<file path="src/sv/pfa_pkg.sv">
// Shared types and codes for the page-frame allocator.
// Used by the datapath unit, the top level and the checkers.
`default_nettype none

package pfa_pkg;

  localparam int unsigned DATA_W = 32;

  typedef enum logic {
    MODE_ALLOC = 1'b0,
    MODE_FREE  = 1'b1
  } pfa_mode_e;

  typedef enum logic [1:0] {
    STATUS_OK      = 2'd0,
    STATUS_OOM     = 2'd1,
    STATUS_BADFREE = 2'd2
  } pfa_status_e;

  typedef enum logic {
    ALU_SUB = 1'b0,
    ALU_ADD = 1'b1
  } pfa_alu_op_e;

  typedef enum logic [4:0] {
    ST_IDLE   = 5'b00001,
    ST_STEP1  = 5'b00010,
    ST_STEP2  = 5'b00100,
    ST_STEP3  = 5'b01000,
    ST_FINISH = 5'b10000
  } pfa_state_e;

  typedef struct packed {
    pfa_alu_op_e        op;
    logic [DATA_W-1:0]  a;
    logic [DATA_W-1:0]  b;
  } pfa_alu_req_t;

  typedef struct packed {
    logic [DATA_W-1:0] sum;
    logic              carry;  // carry out on add, no-borrow on subtract
    logic              lt;     // a < b, valid on subtract
  } pfa_alu_rsp_t;

endpackage

`default_nettype wire

</file>
<file path="src/sv/pfa_alu.sv">
// Shared 32-bit add/subtract unit; serves every compare and the bump advance.
// Depends on pfa_pkg for the request and response structs.
`default_nettype none

module pfa_alu (
  input  pfa_pkg::pfa_alu_req_t req_i,
  output pfa_pkg::pfa_alu_rsp_t rsp_o
);
  import pfa_pkg::*;

  logic [DATA_W-1:0] b_eff;
  logic [DATA_W:0]   total;
  logic              is_sub;

  assign is_sub = (req_i.op == ALU_SUB);
  assign b_eff  = is_sub ? ~req_i.b : req_i.b;
  assign total  = {1'b0, req_i.a} + {1'b0, b_eff} + {{DATA_W{1'b0}}, is_sub};

  assign rsp_o.sum   = total[DATA_W-1:0];
  assign rsp_o.carry = total[DATA_W];
  // a borrow shows up as a missing carry out of the subtract
  assign rsp_o.lt    = is_sub & ~total[DATA_W];

endmodule

`default_nettype wire

</file>
<file path="config.mk">
export PLATFORM = sky130hd
export DESIGN_NAME = pfa_alu
export DESIGN_NICKNAME = d
export VERILOG_FILES = /design/src/sv/pfa_pkg.sv /design/src/sv/pfa_alu.sv
export SDC_FILE = /design/constraint.sdc
export NUM_CORES = 1
export LEC_CHECK = 0
export BUFFER_PORTS_ARGS = -buffer_cell sky130_fd_sc_hd__buf_4
export CAP_MARGIN = 15
export CORE_UTILIZATION = 46
export DETAILED_ROUTE_END_ITERATION = 10
export PLACE_DENSITY = 0.78
export RECOVER_POWER = 100
export SYNTH_ARGS = -nofsm -noshare
export SYNTH_HDL_FRONTEND = slang
export SYNTH_SLANG_ARGS = --single-unit
</file>
<file path="constraint.sdc">
create_clock -name vclk -period 6
set_input_delay 1.8 -clock vclk [all_inputs]
set_output_delay 1.8 -clock vclk [all_outputs]
set_load 0.005 [all_outputs]
</file>
; ---- Word-level counts from Yosys, hierarchy flattened
; Cells that the tools add are included.
; W data, S select, Z words.
[totals]
register_bits = 0
latchBits = 0
ram_bits = 0
rom_bits = 0
in_bits = 65
out_inout_bits = 34
word_cells = 7
memories = 0
[op_classes]
n_addsub = 2
multipliers = 0
n_div = 0
n_lt_le_gt_ge = 0
n_eq_ne = 0
shifts = 0
muxes = 1
bitwise = 4
n_reduce_logical = 0
[op_table]
columns = op, count
row1 = $add A32 B32 Y33, 1
row2 = $add A33 B1 Y33, 1
row3 = $mux W32, 1
row4 = $not A32 Y32, 1
row5 = $not A1 Y1, 2
row6 = $and A1 B1 Y1, 1

; ---- Depth between registers and ports, before layout
; Gate-level depths: netlist of the first run.
[logic_depth]
depth_word = 6
ltp_mapped = 12
depth_no_buf = 10

; ---- Worst setup path before layout of the first run
; OpenSTA, ideal clock, no wires.
[synth_path]
path_kind = input-to-output
from = input port req_i[64] (netlist bit)
to = output port rsp_o[33] (netlist bit)
t_arrival_ns = 4.479
required_time_ns = 4.200
setup_slack_ns = -0.279
stages = 11
n_path_buf = 3
path_cell_list = buf_4 -> buf_1 -> xnor2_1 -> ha_1 -> clkbuf_8 -> nand3_2 -> or4_4 -> a2111oi_4 -> o31ai_1 -> o31ai_2 -> xor2_1
[synth_rtl]
columns = element, line_no
row1 = start: declaration, pfa_alu.sv:6  ; input pfa_pkg::pfa_alu_req_t req_i,
row2 = end: declaration, pfa_alu.sv:7  ; output pfa_pkg::pfa_alu_rsp_t rsp_o

==> impl_results.md, run 1 <==
* Status: finished, violations left
* Final wirelength at approximately 8100 um
* DRC at 0
* Pins Over Slew Limit at 0
* Crit path from: req_i[64]
* Crit start category: primary input
* Routability cong. at between 0.9 and 1
* # diodes at 0
* Area grow syn2layout at 69.2%
* GRT overflow at 0
* Synthesis Warnings at 0
* Nets@finish at between 500 and 600
* Final Hold Fails at 0
* Design area at slightly below 4000 um2
* Distinct cells, synth at 60
* Final-layout clock buffer total at 0
* Core ar. at 4750 um2
* Hpwl dp at 5960 um
* Dpl ws at -100 ps
* Crit path to: rsp_o[33]
* Cells after Synth at 306
* Drt first-iter violations at ~130
* Metal-1 WL at around 3200 um
* P per Cell Area at between 150 and 200 nW/um2
* Met3 WL at 509 um
* Tightest Pin Transition at 404 ps
* Gr usage total at roughly a quarter
* Rows at 25
* Total of max-cap violations at 0
* Die footprint at roughly 5200 um2
* Crit path max fanout at 7
* Worst slew margin at between 70% and 80%
* Starting density of the core at a little under half
* Final design utilization at between 80 and 90%
* Vias at around 3000
* Total Power at 672 uW
* Syn Area/Cell at 7.45 um2
* Fin crit period at roughly 6000 ps
* DRT antenna net count at 0
* RSZ-0062 raised after global routing: true
* Vias per Instance at around 5.7
* Min-delay worst type: primary input to output pin
* Largest net degree at the start of global routing at 15
* Post-route setup slack at -44.8 ps
* Sequential-to-total area share from yosys stat at 0%
* Seq Cell Count at 0
* Placed Area at roughly 3400 um2
* Setup Viol. Count Final at 1
* PortBufs at 99
* Final Cycle Share at 101%
* Post-DR wirelength/cell at roughly 16 um
* Max Used Layer: met4
* Vias in the first global route at between 2000 and 3000
* Mapped Area at ~2300 um2
* Die height at ~72 um
* Worst EP arrival at 4240 ps
* 1st-pass router iterations at 4
* WS Path Type: primary input to output pin
* DIE WIDTH at 72.4 um
* WP data required at 4200 ps
* # IOs at 99
* First-pass GRT wire length at 11100 um
* Mapped Nets at 403
* Met2 wire len at around 4200 um
* CP endpoint kind: output pin
* Layout cells sized above 1 at a little under half
* Max Fclk at approximately 0.17 GHz
* Initial antenna violation count at 0
* Lkg Pwr at around 0.0018 uW
* Worst VDD drop at between 0.09 and 0.1 mV
* Reg area at 0 um2
* Failing checks: negative setup slack
-- worst min-delay path by stage --
stage | to | startpoint | cells after the start
after detailed placement | rsp_o[2] | req_i[32] | 3
after global routing | rsp_o[2] | req_i[32] | 3
after CTS | rsp_o[2] | req_i[32] | 3
after floorplan | rsp_o[2] | req_i[0] | 1
after global placement | rsp_o[2] | req_i[32] | 3
final | rsp_o[2] | req_i[32] | 3
-- per-layer routing --
metal	track usage, %	vias up
met5	0	-
met4	3.92	0
met2	48.8	125
met3	1.53	20
met1	31.2	1390
li1	-	1432
-- cells by family after synthesis --
group,count (synthesis),synth area share [%]
fa+ha+maj,32,17.9
compound gates,103,31.9
buf+inv,27,8.45
xor+xnor,61,23.4
simple gates,83,18.3
-- cell usage in the layout, fill, tap and decap left out, types with 5 or more instances in the layout --
cell type / Yosys / layout
buf_4: 4 / 162
a211oi_1: 6 / 5
a21oi_1: 26 / 24
nor3_1: 6 / 6
nand2_1: 24 / 23
nand4_1: 7 / 7
o21ai_0: 12 / 9
inv_1: 10 / 10
xnor2_1: 45 / 38
ha_4: 0 / 6
o21ai_1: 5 / 8
xnor2_4: 0 / 5
nor2_1: 19 / 18
xor2_1: 16 / 16
ha_1: 31 / 19
a21o_1: 15 / 15
ha_2: 0 / 6
nand3_1: 8 / 7
-- layout make-up --
type	count	area, um2
multi-input combinational	279	2440
inverter	10	37.5
fill	321	898
timing repair buffer	166	1300
tap	67	83.8
-- cells in the mapped netlist, types with 3 or more instances --
master | n | area [um2]
a211oi_1 | 6 | 45.0
a21o_1 | 15 | 113
a21oi_1 | 26 | 130
a31oi_1 | 4 | 25.0
buf_1 | 3 | 11.3
buf_4 | 4 | 30.0
buf_6 | 4 | 45.0
clkbuf_8 | 3 | 41.3
ha_1 | 31 | 388
inv_1 | 10 | 37.5
nand2_1 | 24 | 90.1
nand3_1 | 8 | 40.0
nand4_1 | 7 | 43.8
nor2_1 | 19 | 71.3
nor2b_1 | 4 | 25.0
nor3_1 | 6 | 30.0
o21a_1 | 4 | 30.0
o21ai_0 | 12 | 60.1
o21ai_1 | 5 | 25.0
o21bai_1 | 4 | 30.0
o22ai_1 | 3 | 18.8
o31ai_1 | 3 | 22.5
xnor2_1 | 45 | 394
xor2_1 | 16 | 140
-- critical path, cell delays in order --
cell       delay [ps]
buf_16            130
xnor2_1           130
ha_1              310
nand3_1           140
or4_4             540
a2111oi_4         490
o31ai_4           110
o31ai_2           270
xor2_1            180
buf_4             130
-- repair_timing --
| action | in CTS | in global routing |
|---|---|---|
| gates resized for setup | 4 | 51 |
| setup endpoints to repair | 10 | 13 |
| hold buffers | 0 | 0 |
| pin swaps | 0 | 31 |
| gates cloned | 0 | 1 |
| buffers inserted | 0 | 7 |
-- stage by stage --
stage          TNS [ps]  cells  hold WS (ps)
2_1_floorplan         0    306          3650
3_3_place_gp      -88.3    514          3870
3_5_place_dp       -407    514          3870
4_1_cts           -9.70    514          3870
5_1_grt            -591    522          3890
6_report          -44.8    522          3880
-- report_power, final --
| group | total, uW | switching [uW] | internal [uW] | leakage [uW] |
|---|---|---|---|---|
| logic | 672 | 311 | 360 | 0.00179 |
| registers | 0 | 0 | 0 | 0 |
| clock network | 0 | 0 | 0 | 0 |
| total | 672 | 311 | 360 | 0.00179 |
(Power assumes the default switching activity.)
==> run 2, diff against run 1 <==
--- a/config.mk
+++ b/config.mk
@@ -7,9 +7,9 @@
 export LEC_CHECK = 0
 export BUFFER_PORTS_ARGS = -buffer_cell sky130_fd_sc_hd__buf_4
 export CAP_MARGIN = 15
-export CORE_UTILIZATION = 46
+export CORE_UTILIZATION = 35
 export DETAILED_ROUTE_END_ITERATION = 10
-export PLACE_DENSITY = 0.78
+export PLACE_DENSITY = 0.61
 export RECOVER_POWER = 100
 export SYNTH_ARGS = -nofsm -noshare
 export SYNTH_HDL_FRONTEND = slang
==> run 2 against run 1 <==
The run now ends clean. Sequential share of layout area did not move. Global-route usage shrank 4.1 points. Core utilization fell by 21 points. Final area decreased by 1.6%. Worst setup slack better by 130 ps. Sequential cell count did not move. Cell count increased by 4.6%. Critical path type unchanged. Largest power group unchanged.
==> impl_results.md, run 2 (synthesis results as in run 1) <==
* Layout cells sized above 1 at a little under half
* Final wirelength at roughly 7600 um
* Tightest Pin Transition at approximately 370 ps
* Hold path depth at 3
* Vias per Instance at 5.21
* Cell mode on critical path: o31ai_2
* Die height at approximately 83 um
* PortBufs at between 90 and 100
* P_sw at 295 uW
* Crit path max fanout at 7
* Seq Cell Count at 0
* WP depth at 10
* Vias in the first global route at roughly 2700
* Status: finished, final reports clean
* HP Start: req_i[32]
* Routability cong. at about 0.84
* CP endpoint kind: output pin
* First-pass GRT wire length at 11700 um
* Dpl ws at -134 ps
* GRT overflow at 0
* Worst VDD drop at 0.0908 mV
* DIE WIDTH at around 83 um
* Area grow syn2layout at 66.5%
* Final Hold Fails at 0
* Final Cycle Share at between 90% and 100%
* Hpwl dp at approximately 6300 um
* Reg area at 0 um2
* DRC at 0
* Area of the multi-input gates at 2250 um2
* Sequential power share at 0%
* Die footprint at 6840 um2
* Largest net degree at the start of global routing at 10
* Most frequent cells in the layout: 171 x buf_4, 41 x xnor2_1, 30 x ha_1
* # diodes at 0
* CP Buf/Inv Count at 2
* Post-DR wirelength/cell at roughly 14 um
* Total of max-cap violations at 0
* Gr usage total at between 20% and 30%
* Post-Layout Cell Count at between 500 and 600
* WS Path Type: primary input to output pin
* Crit path from: req_i[64]
* Clock power frac at 0%
* Final design utilization at approximately three fifths
* Worst EP arrival at between 4000 and 5000 ps
* Drt first-iter violations at 92
* Hold buffers post-CTS at 0
* 1st-pass router iterations at 4
* Worst slew margin at between 70 and 80%
* Min-delay worst type: primary input to output pin
* CP max stage delay at between 500 and 600 ps
* Post-route setup slack at 85.3 ps
* Setup Viol. Count Final at 0
* Fin crit period at around 5900 ps
* DRT antenna net count at 0
* Most common cell after layout, fill and taps aside: buf_4
* Crit start category: primary input
* Combinational Power Share at between 90% and 100%
* Critical path, cell by cell: buf_16 > xnor2_1 > ha_1 > nand3_2 > or4_4 > a2111oi_4 > o31ai_2 > o31ai_2 > xor2_1 > buf_4
* Max Fclk at 0.169 GHz
* Post-placement cell count at about 540
* Core ar. at about 6300 um2
* Nets@finish at approximately 570
* RSZ-0062 raised after global routing: true
* Final-layout clock buffer total at 0
* Fill cell count at 594
* WP data required at around 4200 ps
* Top delay family on crit path: compound AO/OA/AOI/OAI gates
* Rows at 29
* Pint at between 300 and 400 uW
* Pins Over Slew Limit at 0
* Vias at ~2800
* Hold Worst Slack at about 3800 ps
* Setup TNS at 0 ps
* Starting density of the core at 36.1%
* P per Cell Area at roughly 170 nW/um2
* CP max stage cell: or4_4
* # IOs at 99
* Sw Share at between 40% and 50%
* Initial antenna violation count at 0
* Lkg Pwr at around 0.0018 uW
run 2: worst min-delay path: stages:
cell      delay [ps]
buf_4             90
xor2_1            60
clkbuf_1         100
run 2: metrics by stage:
step	total power [uW]	instance area, um2
after CTS	626	3670
after floorplan	325	2290
after global routing	712	3790
final	651	3790
after global placement	604	3540
after detailed placement	606	3540
run 2: layout make-up:
| cell class | count | area share (%) |
|---|---|---|
| inverters | 10 | 0.989 |
| multi-input cells | 279 | 59.3 |
| well taps | 77 | 2.54 |
| repair buffers | 180 | 37.1 |
run 2: final timing paths:
| check | endpoint | slack, ps |
|---|---|---|
| worst min-delay path | rsp_o[2] | 3850 |
| worst max-delay path | rsp_o[33] | 90 |
run 2: routing by layer:
| layer | track usage [%] | up-vias | wire (um) |
|---|---|---|---|
| met2 | 38.6 | 73 | 3670 |
| met4 | 0.862 | 0 | 21 |
| met3 | 0.769 | 2 | 325 |
| met5 | 0 | - | 0 |
| li1 | - | 1456 | - |
| met1 | 29.1 | 1313 | 3610 |
run 2: power groups by stage:
stage	clock network [uW]	logic (uW)	registers, uW
2_1_floorplan	0	325	0
3_3_place_gp	0	604	0
3_5_place_dp	0	606	0
4_1_cts	0	626	0
5_1_grt	0	712	0
6_report	0	651	0
run 2: what timing repair did:
item,CTS,global route
pin swaps,14,17
resized for setup,11,27
cloned,1,0
endpoints found under the hold margin,0,0
buffers inserted,7,2
endpoints found under the setup margin,10,11
==> run 3, diff against run 2 <==
==> constraint.sdc (replaced) <==
create_clock -name vclk -period 6
set_input_delay 1.2 -clock vclk [all_inputs]
set_output_delay 1.2 -clock vclk [all_outputs]
set_load 0.005 [all_outputs]
==> run 3 against run 2 <==
First-iteration DRC count decreased by 20%. Critical path type unchanged. Worst setup slack better by 550 ps. Non-clock buffer count decreased by 81. Fmax grew 10%. Die area did not move. Combinational power down 24%. Count of clock-buffer cells in the layout is the same.
==> impl_results.md, run 3 (synthesis results as in run 1) <==
* Tightest Pin Transition at about 540 ps
* CP endpoint kind: output pin
* DRT antenna net count at 0
* Final-layout clock buffer total at 0
* P per Cell Area at roughly 170 nW/um2
* Gr usage total at a little under a fifth
* Nets@finish at slightly below 500
* Reg area at 0 um2
* # diodes at 0
* Crit path max fanout at 33
* GRT overflow at 0
* Total of max-cap violations at 0
* Hpwl dp at between 5000 and 6000 um
* Lkg Pwr at about 0.0014 uW
* Die footprint at approximately 7000 um2
* Worst VDD drop at 0.0874 mV
* WP data required at about 4800 ps
* Drt first-iter violations at 74
* Max Fclk at roughly 0.19 GHz
* Hold buffers post-CTS at 0
* P_sw at around 250 uW
* Sequential power share at 0%
* Vias at around 2500
* Sw Share at 50.2%
* Rows at 29
* DRC at 0
* RSZ-0062 raised after global routing: false
* Largest net degree at the start of global routing at 34
* PortBufs at 99
* Seq Cell Count at 0
* Worst slew margin at between 60% and 70%
* Post-DR wirelength/cell at around 14 um
* Clock power frac at 0%
* Worst EP arrival at 4170 ps
* Total Power at 498 uW
* Combinational Power Share at 100.0%
* Vias in the first global route at 2308
* Setup TNS at 0 ps
* Final Cycle Share at 89.4%
* Min-delay worst type: primary input to output pin
* Die height at around 83 um
* 1st-pass router iterations at 4
* Status: finished, final reports clean
* Setup Viol. Count Final at 0
* Starting density of the core at a little over a third
* Most common cell after layout, fill and taps aside: buf_4
* Postcts setup bufs at 0
* Initial antenna violation count at 0
* DIE WIDTH at 82.7 um
* Area grow syn2layout at 29.0%
* Final Hold Fails at 0
* Vias per Instance at about 5.3
* Fin crit period at between 5000 and 6000 ps
* Most frequent cells in the layout: 74 x buf_4, 45 x xnor2_1, 31 x ha_1
* Crit start category: primary input
* Post-cts resize count at 0
* Pint at approximately 250 uW
* Pins Over Slew Limit at 0
* # IOs at just under 100
* WS Path Type: primary input to output pin
* First-pass GRT wire length at 10200 um
* Final wirelength at 6360 um
* Core ar. at 6310 um2
* Routability cong. at roughly 0.9
* Layout cells sized above 1 at approximately 28%
run 3: changes by cell type in the layout (fill, tap and decap cells not counted), sizes merged:
| cell | change |
|---|---|
| clkbuf | +21 |
| buf | -102 |
run 3: layout make-up:
cell class	instances	area, um2
fillers	682	3370
multi-input cells	279	2080
repair buffers	99	732
well taps	77	96.3
inverters	10	37.5
run 3: power groups by stage:
| stage | registers [uW] | logic, uW | clock network, uW |
|---|---|---|---|
| detailed placement | 0 | 509 | 0 |
| finish | 0 | 498 | 0 |
| global placement | 0 | 509 | 0 |
| CTS | 0 | 512 | 0 |
| floorplan | 0 | 324 | 0 |
| global route | 0 | 554 | 0 |
run 3: final timing paths:
| check | startpoint | to | slack (ps) | cells past startpoint |
|---|---|---|---|---|
| max | req_i[64] | rsp_o[33] | 630 | 10 |
| min | req_i[32] | rsp_o[2] | 2670 | 3 |
run 3: per-layer routing:
layer / GRT usage (%) / part of all wire [%]
met3: 0.440 / 5.9
met1: 23.8 / 46
met5: 0 / 0
met4: 1.90 / 0.83
met2: 34.2 / 47
run 3: worst max-delay path, stage by stage:
cell and delay, ps:
buf_4 440, xnor2_1 140, ha_1 470, nand3_2 130
or4_1 640, a2111oi_4 390, o31ai_1 160, o31ai_2 230
xor2_1 200, buf_4 140
run 3: through the flow:
| step | instances | hold WS [ps] | utilization, % | area, um2 | setup WS [ps] |
|---|---|---|---|---|---|
| detailed placement | 465 | 2670 | 46.9 | 2960 | 650 |
| global route | 465 | 2690 | 46.6 | 2940 | 364 |
| finish | 465 | 2670 | 46.6 | 2940 | 634 |
| global placement | 465 | 2670 | 46.9 | 2960 | 725 |
| CTS | 465 | 2670 | 46.9 | 2960 | 643 |
| floorplan | 306 | 2450 | - | 2280 | 921 |
